### src/sv/queue_load_balancer_core_assert.svh
// assertion macros used by the dispatcher top file
`ifndef QUEUE_LOAD_BALANCER_CORE_ASSERT_SVH
`define QUEUE_LOAD_BALANCER_CORE_ASSERT_SVH

// condition and consequence in the same cycle
`define QLB_ASSERT_IMPL(label, ante, cons) \
  label: assert property (@(posedge clk) disable iff (rst) (ante) |-> (cons)) \
    else $error("%m: check failed");

// consequence in the cycle after the condition
`define QLB_ASSERT_NEXT(label, ante, cons) \
  label: assert property (@(posedge clk) disable iff (rst) (ante) |=> (cons)) \
    else $error("%m: check failed");

`endif

### src/sv/qlb_pkg.sv
package qlb_pkg;

  // field widths
  localparam int QIDX_W = 4;
  localparam int CNT_W  = 5;
  localparam int AMT_W  = 8;
  localparam int LEN_W  = 16;
  localparam int WORK_W = 24;
  localparam int JOB_W  = 32;

  // queues a 4-bit index can name
  localparam int QUEUE_LIMIT = 16;

  localparam logic [LEN_W-1:0]  LEN_MAX  = '1;
  localparam logic [WORK_W-1:0] WORK_MAX = '1;

  // dispatch policies
  localparam logic [1:0] POL_SHORTEST = 2'd0;
  localparam logic [1:0] POL_WORK     = 2'd1;
  localparam logic [1:0] POL_ROTATE   = 2'd2;
  localparam logic [1:0] POL_PAIR     = 2'd3;

  // item kinds
  localparam logic FUNC_DISPATCH = 1'b0;
  localparam logic FUNC_DEPART   = 1'b1;

  // result status codes
  localparam logic [1:0] ST_OK    = 2'd0;
  localparam logic [1:0] ST_EMPTY = 2'd1;
  localparam logic [1:0] ST_RANGE = 2'd2;

  // configuration register indexes
  localparam logic REG_POLICY = 1'b0;
  localparam logic REG_ACTIVE = 1'b1;

  // controller to datapath
  typedef struct packed {
    logic load;
    logic scan_init;
    logic scan_step;
    logic scan_first;
    logic commit;
  } qlb_cmd_t;

  // datapath to controller
  typedef struct packed {
    logic             depart;
    logic             bad;
    logic             pair;
    logic [CNT_W-1:0] count;
    logic             out_free;
  } qlb_stat_t;

endpackage

### src/sv/queue_load_balancer_core.sv
// Job dispatcher for a bank of up to sixteen server queues, each with a job count and a
// pending-work total. A dispatch picks a queue by the policy register (shortest queue,
// least work, shortest from a random start, or two random choices) and adds the job;
// a departure removes one job from a named queue. Items are handled one at a time
// because every decision reads the counter bank through a single read port, one
// queue per cycle: a dispatch under the scanning policies reads every active queue,
// a two-choice dispatch reads its two picks, and a departure or a rejected dispatch
// skips the scan and goes straight to the commit step. The result sits
// in an output register, so the next item is taken while it waits; a result still
// waiting at the end of the next item's work holds that item back. Configuration
// writes are always accepted and act on the policy and queue count at once, so they
// belong between items, while no item is in progress.
`include "queue_load_balancer_core_assert.svh"

module queue_load_balancer_core
  import qlb_pkg::*;
#(
  parameter int NUM_QUEUES = 16
) (
  input  logic        clk,
  input  logic        rst,
  // input transaction
  input  logic        s_axis_tvalid,
  output logic        s_axis_tready,
  input  logic [23:0] s_axis_tdata,  // work_amount, queue_index, random_first, random_second
  input  logic        s_axis_tuser,  // func
  // result transaction
  output logic        m_axis_tvalid,
  input  logic        m_axis_tready,
  output logic [79:0] m_axis_tdata,  // chosen_queue, length_before, work_before, job_number
  output logic [1:0]  m_axis_tuser,  // status
  // configuration write
  input  logic        cfg_valid,
  output logic        cfg_ready,
  input  logic        cfg_index,
  input  logic [4:0]  cfg_data
);

  qlb_cmd_t  cmd;
  qlb_stat_t stat;

  assign cfg_ready = 1'b1;

  // sequencer
  qlb_ctrl u_ctrl (
    .clk      (clk),
    .rst      (rst),
    .in_valid (s_axis_tvalid),
    .in_ready (s_axis_tready),
    .stat     (stat),
    .cmd      (cmd)
  );

  // counters, scan and result
  qlb_dp #(
    .NUM_QUEUES (NUM_QUEUES)
  ) u_dp (
    .clk       (clk),
    .rst       (rst),
    .cmd       (cmd),
    .stat      (stat),
    .in_data   (s_axis_tdata),
    .in_user   (s_axis_tuser),
    .cfg_we    (cfg_valid && cfg_ready),
    .cfg_index (cfg_index),
    .cfg_data  (cfg_data),
    .out_valid (m_axis_tvalid),
    .out_ready (m_axis_tready),
    .out_data  (m_axis_tdata),
    .out_user  (m_axis_tuser)
  );

  // checks
  `QLB_ASSERT_NEXT(a_busy_after_accept, s_axis_tvalid && s_axis_tready, !s_axis_tready)
  `QLB_ASSERT_IMPL(a_commit_needs_room, cmd.commit, stat.out_free)
  `QLB_ASSERT_NEXT(a_result_after_commit, cmd.commit, m_axis_tvalid)
  `QLB_ASSERT_IMPL(a_range_zero, m_axis_tvalid && m_axis_tuser == ST_RANGE, m_axis_tdata[43:4] == '0)

endmodule

### src/sv/qlb_ctrl.sv
module qlb_ctrl
  import qlb_pkg::*;
(
  input  logic      clk,
  input  logic      rst,
  input  logic      in_valid,
  output logic      in_ready,
  input  qlb_stat_t stat,
  output qlb_cmd_t  cmd
);

  typedef enum logic [3:0] {
    S_IDLE   = 4'b0001,
    S_CHECK  = 4'b0010,
    S_SCAN   = 4'b0100,
    S_COMMIT = 4'b1000
  } state_t;

  state_t           state, state_next;
  logic [CNT_W-1:0] step, step_next;
  logic [CNT_W-1:0] limit;
  logic             last;

  // scan length: two picks or every active queue
  assign limit = stat.pair ? CNT_W'(2) : stat.count;
  assign last  = (step == limit - CNT_W'(1));

  assign in_ready = (state == S_IDLE);

  // next state and commands
  always_comb begin
    cmd        = '0;
    state_next = state;
    step_next  = step;
    unique case (state)
      S_IDLE: begin
        if (in_valid) begin
          cmd.load   = 1'b1;
          state_next = S_CHECK;
        end
      end
      S_CHECK: begin
        if (stat.depart || stat.bad) begin
          state_next = S_COMMIT;
        end else begin
          cmd.scan_init = 1'b1;
          step_next     = '0;
          state_next    = S_SCAN;
        end
      end
      S_SCAN: begin
        cmd.scan_step  = 1'b1;
        cmd.scan_first = (step == '0);
        if (last) begin
          state_next = S_COMMIT;
        end else begin
          step_next = step + CNT_W'(1);
        end
      end
      S_COMMIT: begin
        if (stat.out_free) begin
          cmd.commit = 1'b1;
          state_next = S_IDLE;
        end
      end
      default: begin
        state_next = S_IDLE;
      end
    endcase
  end

  // state registers
  always_ff @(posedge clk) begin
    if (rst) begin
      state <= S_IDLE;
      step  <= '0;
    end else begin
      state <= state_next;
      step  <= step_next;
    end
  end

endmodule

### src/sv/qlb_dp.sv
module qlb_dp
  import qlb_pkg::*;
#(
  parameter int NUM_QUEUES = 16
) (
  input  logic        clk,
  input  logic        rst,
  input  qlb_cmd_t    cmd,
  output qlb_stat_t   stat,
  input  logic [23:0] in_data,
  input  logic        in_user,
  input  logic        cfg_we,
  input  logic        cfg_index,
  input  logic [4:0]  cfg_data,
  output logic        out_valid,
  input  logic        out_ready,
  output logic [79:0] out_data,
  output logic [1:0]  out_user
);

  localparam int DEPTH = (NUM_QUEUES < QUEUE_LIMIT) ? NUM_QUEUES : QUEUE_LIMIT;
  localparam int IDX_W = (DEPTH > 1) ? $clog2(DEPTH) : 1;

  // configuration
  logic [1:0]       policy;
  logic [CNT_W-1:0] active;

  // latched item
  logic              func;
  logic [AMT_W-1:0]  amount;
  logic [QIDX_W-1:0] qidx;
  logic [QIDX_W-1:0] rnd1;
  logic [QIDX_W-1:0] rnd2;

  // per-queue counters
  logic [LEN_W-1:0]  qlen  [DEPTH];
  logic [WORK_W-1:0] qwork [DEPTH];
  logic [JOB_W-1:0]  jobs;

  // scan state
  logic [QIDX_W-1:0] addr;
  logic [QIDX_W-1:0] best;
  logic [WORK_W-1:0] best_key;

  // result register
  logic [QIDX_W-1:0] o_chosen;
  logic [LEN_W-1:0]  o_len;
  logic [WORK_W-1:0] o_work;
  logic [JOB_W-1:0]  o_job;
  logic [1:0]        o_status;

  logic [CNT_W-1:0]  n_raw, n_eff;
  logic              bad;
  logic [QIDX_W-1:0] sel;
  logic [IDX_W-1:0]  rd_idx;
  logic [LEN_W-1:0]  rd_len;
  logic [WORK_W-1:0] rd_work;
  logic [WORK_W-1:0] key_cur;
  logic              take;
  logic [CNT_W-1:0]  addr_p1;
  logic [QIDX_W-1:0] addr_adv;
  logic [WORK_W:0]   work_sum;

  logic              wr_en;
  logic [LEN_W-1:0]  wr_len;
  logic [WORK_W-1:0] wr_work;
  logic              job_inc;
  logic [QIDX_W-1:0] r_chosen;
  logic [LEN_W-1:0]  r_len;
  logic [WORK_W-1:0] r_work;
  logic [JOB_W-1:0]  r_job;
  logic [1:0]        r_status;

  // effective queue count
  assign n_raw = (active == '0) ? CNT_W'(1) : active;
  assign n_eff = (n_raw > CNT_W'(DEPTH)) ? CNT_W'(DEPTH) : n_raw;

  // range check of the indexes the item uses
  always_comb begin
    if (func == FUNC_DEPART) begin
      bad = ({1'b0, qidx} >= n_eff);
    end else begin
      bad = ((policy == POL_ROTATE) && ({1'b0, rnd1} >= n_eff)) ||
            ((policy == POL_PAIR) &&
             (({1'b0, rnd1} >= n_eff) || ({1'b0, rnd2} >= n_eff)));
    end
  end

  assign stat.depart   = (func == FUNC_DEPART);
  assign stat.bad      = bad;
  assign stat.pair     = (policy == POL_PAIR);
  assign stat.count    = n_eff;
  assign stat.out_free = !out_valid || out_ready;

  // single read port into the counter bank
  assign sel     = cmd.commit ? best : addr;
  assign rd_idx  = sel[IDX_W-1:0];
  assign rd_len  = qlen[rd_idx];
  assign rd_work = qwork[rd_idx];

  // compare key and scan decision
  assign key_cur = (policy == POL_WORK) ? rd_work : WORK_W'(rd_len);
  assign take    = cmd.scan_first ||
                   ((policy == POL_PAIR) ? (key_cur <= best_key) : (key_cur < best_key));

  // next scan address: the second pick under the two-choice policy, else circular over the active queues
  assign addr_p1  = {1'b0, addr} + CNT_W'(1);
  assign addr_adv = (policy == POL_PAIR) ? rnd2 :
                    ((addr_p1 == n_eff) ? '0 : addr_p1[QIDX_W-1:0]);

  assign work_sum = {1'b0, rd_work} + (WORK_W+1)'(amount);

  // result and write-back values
  always_comb begin
    wr_en    = 1'b0;
    wr_len   = rd_len;
    wr_work  = rd_work;
    job_inc  = 1'b0;
    r_chosen = '0;
    r_len    = '0;
    r_work   = '0;
    r_job    = '0;
    r_status = ST_OK;
    if (func == FUNC_DEPART) begin
      r_chosen = qidx;
      if (bad) begin
        r_status = ST_RANGE;
      end else begin
        r_len  = rd_len;
        r_work = rd_work;
        if (rd_len == '0) begin
          r_status = ST_EMPTY;
        end else begin
          wr_en   = 1'b1;
          wr_len  = rd_len - LEN_W'(1);
          wr_work = (rd_work > WORK_W'(amount)) ? rd_work - WORK_W'(amount) : '0;
        end
      end
    end else begin
      if (bad) begin
        r_status = ST_RANGE;
      end else begin
        r_chosen = best;
        r_len    = rd_len;
        r_work   = rd_work;
        r_job    = jobs;
        wr_en    = 1'b1;
        job_inc  = 1'b1;
        wr_len   = (rd_len == LEN_MAX) ? LEN_MAX : rd_len + LEN_W'(1);
        wr_work  = (work_sum > {1'b0, WORK_MAX}) ? WORK_MAX : work_sum[WORK_W-1:0];
      end
    end
  end

  // configuration registers
  always_ff @(posedge clk) begin
    if (rst) begin
      policy <= POL_SHORTEST;
      active <= CNT_W'(16);
    end else if (cfg_we) begin
      unique case (cfg_index)
        REG_POLICY: policy <= cfg_data[1:0];
        REG_ACTIVE: active <= cfg_data;
        default:    policy <= policy;
      endcase
    end
  end

  // item capture
  always_ff @(posedge clk) begin
    if (cmd.load) begin
      func   <= in_user;
      amount <= in_data[7:0];
      qidx   <= in_data[11:8];
      rnd1   <= in_data[15:12];
      rnd2   <= in_data[19:16];
    end
  end

  // scan registers
  always_ff @(posedge clk) begin
    if (cmd.load) begin
      best <= in_data[11:8];
    end else if (cmd.scan_step && take) begin
      best     <= addr;
      best_key <= key_cur;
    end
    if (cmd.scan_init) begin
      addr <= ((policy == POL_ROTATE) || (policy == POL_PAIR)) ? rnd1 : '0;
    end else if (cmd.scan_step) begin
      addr <= addr_adv;
    end
  end

  // counter bank and job number
  always_ff @(posedge clk) begin
    if (rst) begin
      for (int i = 0; i < DEPTH; i++) begin
        qlen[i]  <= '0;
        qwork[i] <= '0;
      end
      jobs <= '0;
    end else if (cmd.commit) begin
      if (wr_en) begin
        qlen[rd_idx]  <= wr_len;
        qwork[rd_idx] <= wr_work;
      end
      if (job_inc) begin
        jobs <= jobs + JOB_W'(1);
      end
    end
  end

  // result register
  always_ff @(posedge clk) begin
    if (rst) begin
      out_valid <= 1'b0;
    end else if (cmd.commit) begin
      out_valid <= 1'b1;
    end else if (out_ready) begin
      out_valid <= 1'b0;
    end
  end

  always_ff @(posedge clk) begin
    if (cmd.commit) begin
      o_chosen <= r_chosen;
      o_len    <= r_len;
      o_work   <= r_work;
      o_job    <= r_job;
      o_status <= r_status;
    end
  end

  assign out_data = {4'b0, o_job, o_work, o_len, o_chosen};
  assign out_user = o_status;

endmodule
### config.mk
export PLATFORM = sky130hd
export DESIGN_NAME = queue_load_balancer_core
export DESIGN_NICKNAME = d
export VERILOG_FILES = /design/src/sv/qlb_pkg.sv /design/src/sv/queue_load_balancer_core.sv /design/src/sv/qlb_ctrl.sv /design/src/sv/qlb_dp.sv
export VERILOG_INCLUDE_DIRS = /design/src /design/src/sv
export SDC_FILE = /design/constraint.sdc
export NUM_CORES = 1
export LEC_CHECK = 0
export ABC_AREA = 1
export BUFFER_PORTS_ARGS = -buffer_cell sky130_fd_sc_hd__buf_4
export CAP_MARGIN = 40
export CORE_ASPECT_RATIO = 0.9
export CORE_MARGIN = 2
export CORE_UTILIZATION = 39
export DETAILED_ROUTE_END_ITERATION = 6
export PLACE_DENSITY = 0.59
export RECOVER_POWER = 25
export SLEW_MARGIN = 30
export SYNTH_ARGS = -nofsm -noshare
export SYNTH_HDL_FRONTEND = slang
export SYNTH_HIERARCHICAL = 1
export SYNTH_SLANG_ARGS = --single-unit
### constraint.sdc
create_clock -name clk -period 13.96 [get_ports clk]
set_clock_uncertainty 0.1 [all_clocks]
set_input_delay 0.698 -clock clk [delete_from_list [all_inputs] [get_ports clk]]
set_output_delay 0.698 -clock clk [all_outputs]
set_load 0.005 [all_outputs]
Word-level counts from Yosys, hierarchy flattened

Memories as Yosys holds them, arrays and structs flattened.
Index checks and enable logic that the tools add are counted.
W data, S select, Z words.

$add $sub $neg: 8
Magnitude comparators: 8
Equal/unequal tests: 15
Mux-type cells: 65
Bitwise logic cells: 2
Reductions and logical operators: 26

Operators by type and width:

| cell                    | count |
|---|---|
| $mux W24                | 8 |
| $mux W16                | 6 |
| $mux W4                 | 16 |
| $add A32 B1 Y32 const B | 1 |
| $add A24 B8 Y25         | 1 |
| $gt A25 B24 Y1 const B  | 1 |
| $mux W5                 | 5 |
| $gt A24 B8 Y1           | 1 |
| $le A24 B24 Y1          | 1 |
| $lt A24 B24 Y1          | 1 |
| $mux W1                 | 24 |
| $reduce_or A24 Y1       | 1 |
| $sub A24 B8 Y24         | 1 |
| $add A16 B1 Y16 const B | 1 |
| $eq A16 B16 Y1 const B  | 1 |
| $logic_not A16 Y1       | 1 |
| $pmux W4 S4             | 1 |
| $reduce_or A16 Y1       | 1 |
| $sub A16 B1 Y16 const B | 1 |
| $ge A4 B5 Y1            | 3 |
| $eq A5 B5 Y1            | 2 |
| $logic_not A5 Y1        | 2 |
| $pmux W5 S2             | 1 |
| $mux W2                 | 4 |
| 20 further kinds        | 39 |

Register bits after elaboration: 180
Memory bits (writable): 640
Bits of input ports: 36
Output and inout port bits: 85
Logic and storage cells: 145
Memories: 2

Memory list:

| memory     | depth | bits a word | rd ports | clocked after Yosys merged registers in | wr ports | line         | source |
|---|---|---|---|---|---|---|---|
| u_dp.qwork | 16    | 24          | 1        | 0                                       | 16       | qlb_dp.sv:37 | `logic [WORK_W-1:0] qwork [DEPTH];` |
| u_dp.qlen  | 16    | 16          | 1        | 0                                       | 16       | qlb_dp.sv:36 | `logic [LEN_W-1:0] qlen [DEPTH];` |

Logic depth before layout (Yosys ltp)

Depth in word-level cells: 17
Mapped depth: 39

Modules after synthesis

Netlist, hierarchy kept.

Modules (own cells, without submodules):

| module                   | times used | cells an instance | area each (µm²) |
|---|---|---|---|
| qlb_dp                   | 1          | 4613              | 41624.9 |
| qlb_ctrl                 | 1          | 116               | 744.5 |
| queue_load_balancer_core | 1          | 2                 | 11.3 |

Worst setup path after synthesis

Ideal clock, no wire load.

Kind: input to register
Start: input port m_axis_tready
End: register u_dp.best_key[0] (enable)
Library setup time: 0.405 ns
Arrival time: 8.403 ns
Setup slack: 5.053 ns
Stages: 28
Buffers on the path: 4
Cell sequence: inv_1 > nand2_1 > inv_1 > nor2_1 > buf_6 > inv_4 > nand2_2 > nand2_4 > buf_2 > nand2_1 > buf_2 > buf_1 > o22ai_1 > o21ai_0 > nand2_1 > nor2_1 > nand2_1 > o21ai_0 > ha_1 > inv_1 > o21bai_1 > a221oi_1 > o221ai_1 > nand3_1 > nand4_1 > o21ai_0 > o21ai_0 > nor2_1

RTL lines:

| element              | line                           | source |
|---|---|---|
| start, declared      | queue_load_balancer_core.sv:29 | `input logic m_axis_tready,` |
| end signal, assigned | qlb_dp.sv:186                  | `best_key <= key_cur;` |
| end, declared        | qlb_dp.sv:43                   | `logic [WORK_W-1:0] best_key;` |

==> metrics.md <==
| Metric | Value |
|---|---|
| Largest net degree at the start of global routing | 126 |
| Pre-Repair DR Iteration Count | 5 |
| Main synth FF type | edfxtp_1 |
| Gp weighted congestion | 0.9052 |
| Slew Limit Fails | 275 |
| Worst setup EP type | register |
| CP max FO | 88 |
| Wire length of the first global-routing pass | 201700 µm |
| Fin crit share | 79.63% |
| Final setup violating endpoints | 0 |
| Vias in the first global route | 31380 |
| Final wirelength | 137200 µm |
| Slowest CP cell | clkbuf_1 |
| Async set-or-reset flop fraction in the synthesized netlist | 0% |
| Drt wl/cell | 21.92 µm |
| Worst Path Buf+Inv | 6 |
| Outcome | finished, violations left |
| Total GRT Usage | 24.31% |
| Setup crit start kind | register |
| Min-Delay Path Class | in2reg |
| Synth Instances | 4731 |
| Worst slack, placed | 4.728 ns |
| Antenna violations before repair | 0 |
| Clk buf depth | 3 |
| Yosys top cell by area | edfxtp_1 |
| Sequential area share after synthesis | 56.94% |
| Worst relative slew slack | -73.92% |
| Via Count | 33700 |
| MaxCap Viol Count | 7 |
| Post-DP HPWL | 81030 µm |
| Failing checks | max-capacitance violations, max-slew violations |
| Clock Sinks | 820 |
| N_diodes | 0 |
| Setup TNS | 0 ns |
| Top cell family by delay on the critical path | simple AND/OR/NAND/NOR gates |
| GRT overflow | 0 |
| Initial Util | 39.41% |
| Synth top area share | 54.63% |
| Number of port buffers | 111 |
| Peak supply drop | 0.00009848 V |
| CTS clk-pin slew, worst paths | 0.06 ns |
| Unique masters post-synth | 54 |
| Leak | 18.99 nW |
| I/O pin cnt | 121 |
| Root buffer cell | clkbuf_16 |
| Hold buffers post-CTS | 0 |
| # nets final | 4837 |
| Most used cell, CP | nand2_1 |
| DRT iter0 DRCs | 3763 |
| Flops & latches, synth | 820 |
| Num rows | 114 |
| Die width | 351.5 µm |
| H-Tree Depth | 3 |
| FMAX | 0.08996 GHz |
| Post-CTS setup repair buffer count | 0 |
| Number of synthesized flops with an enable pin | 771 |
| WP data arrival | 11.37 ns |
| Most frequent cells in the layout | nand2_1 (1384), edfxtp_1 (771), nor2_1 (672) |
| Total CTS buffers | 87 |
| Crit Path Class | reg2reg |
| Worst Tran Pin Value | 2.609 ns |
| Number of remaining DRC errors | 0 |
| Syn_area_per_cell | 8.958 µm² |
| Setup ws final | 2.844 ns |
| Area Overhead vs Synth | 10.91% |
| Commonest non-fill, non-tap cell in the layout | nand2_1 |
| Antenna viol nets, final | 0 |
| PwrDens | 119.4 nW/µm² |
| Ranking of synthesized cells by area | edfxtp_1 (55%), nand2_1 (12%), nor2_1 (5.8%) |
| Overall power | 5.611 mW |
| Clk_lat worst skew | 0.67 ns |
| Yosys Warn Count | 6 |
| Die height | 316.7 µm |
| Post-CTS sizing | 0 |
| Cell area after synthesis | 42380 µm² |
| Layout cells sized above 1 | 9.707% |
| Final hold vios | 0 |
| Slowest cell delay on critical path | 1.47 ns |
| Core area | 107500 µm² |
| RSZ-0062 raised after global routing | no |
| Die Area | 111300 µm² |
| CP required | 14.22 ns |
| Via/cell ratio | 5.382 |
| CTS tree | yes |
| Period minus WS final | 11.12 ns |
==> cell families after synthesis <==
kind of cell | share of synthesized area, %
simple gates | 24.42
xor+xnor | 1.072
buf+inv | 7.227
compound gates | 8.482
fa+ha+maj | 1.836
other cells | 0.01772
flops | 56.94
==> worst register-to-register path, delay by kind of cell, from the launching register on <==
family | cells | cell delay (ns)
fa+ha+maj | 1 | 0.33
flops | 1 | 0.33
simple gates | 21 | 5.46
buf+inv | 6 | 4.58
==> worst paths after layout <==
check / cells past startpoint / slack, ns / startpoint / end
min: 1 / 0.12 / s_axis_tdata[19] / u_dp/rnd2[3]$_DFFE_PP_
max reg2reg: 28 / 2.84 / u_ctrl/state[1]$_SDFFE_PP0P_ / u_dp/qwork[14][1]$_SDFFCE_PN0P_
max: 28 / 2.84 / u_ctrl/state[1]$_SDFFE_PP0P_ / u_dp/qwork[14][1]$_SDFFCE_PN0P_
min reg2reg: 2 / 0.37 / u_dp/jobs[31]$_SDFFE_PP0P_ / u_dp/jobs[31]$_SDFFE_PP0P_
==> power by group <==
group	internal (mW)	switching [mW]	leakage (nW)	total, mW
clock network	1.33	1.00	1.38	2.33
logic	0.120	0.387	9.36	0.507
registers	2.76	0.0224	8.26	2.78
==> final cells by class <==
| class | count | area (µm²) |
|---|---|---|
| clock buffers | 116 | 2367 |
| fillers | 10610 | 60540 |
| clock inverters | 44 | 450.4 |
| flip-flops and latches | 820 | 24130 |
| well taps | 1450 | 1814 |
| repair buffers | 203 | 1620 |
| multi-input cells | 3252 | 15210 |
| inverters | 376 | 1415 |
==> stage by stage <==
| stage | hold slack [ns] | area [µm²] | util (%) | instances |
|---|---|---|---|---|
| global route | 0.09590 | 47010 | 43.71 | 6261 |
| detailed placement | 0.3674 | 44350 | 41.24 | 6091 |
| finish | 0.1210 | 47010 | 43.71 | 6261 |
| global placement | 0.3520 | 44010 | 40.92 | 6074 |
| floorplan | 0.3409 | 42390 | - | 4734 |
| CTS | 0.07096 | 47170 | 43.86 | 6251 |
==> routing by layer <==
| layer | GRT usage (%) | up-vias | part of all wire [%] |
|---|---|---|---|
| li1 | - | 15680 | - |
| met1 | 34.57 | 16320 | 43 |
| met2 | 38.33 | 1472 | 45 |
| met3 | 4.176 | 227 | 9.1 |
| met4 | 6.789 | 0 | 2.7 |
| met5 | 0 | - | 0 |
==> state kept, by name, indices dropped and copies added (netlist names), 2 cells and up <==
name and count:
u_ctrl/state 4, u_ctrl/step 5, u_dp/active 5, u_dp/addr 4, u_dp/amount 8, u_dp/best 4, u_dp/best_key 24, u_dp/jobs 32
u_dp/o_chosen 4, u_dp/o_job 32, u_dp/o_len 16, u_dp/o_work 24, u_dp/out_user 2, u_dp/policy 2, u_dp/qidx 4, u_dp/qlen 256
u_dp/qwork 384, u_dp/rnd1 4, u_dp/rnd2 4
==> synthesized netlist by cell type (2+ instances only) <==
cell         n
a21boi_0     2
ha_1        59
nand3_1    165
buf_4       45
nand3_4      6
o211ai_1     3
o21ai_0    123
nand3b_1     3
inv_1      351
dfxtp_1     49
conb_1       2
buf_1       11
o22ai_1     71
or2_2        6
xnor2_1      2
clkbuf_1    55
nor2_1     657
nor2_2      52
nor2_4      21
fa_1         2
o21ai_2      4
o21ai_1     71
buf_2      145
inv_2       18
nand3_2     13
o21ai_4      2
o21a_1       2
buf_6       30
clkinv_1     6
o221ai_1     2
nand2_1   1399
nand2_2     23
nand4_1     57
a31o_2       3
nor3_1      56
nand2_4      6
a21oi_2     29
edfxtp_1   771
a22o_1       3
nor4_1       9
xor2_1      48
a21oi_1    335
a31oi_1      3
No activity file was read; power rests on OpenSTA's default activity.
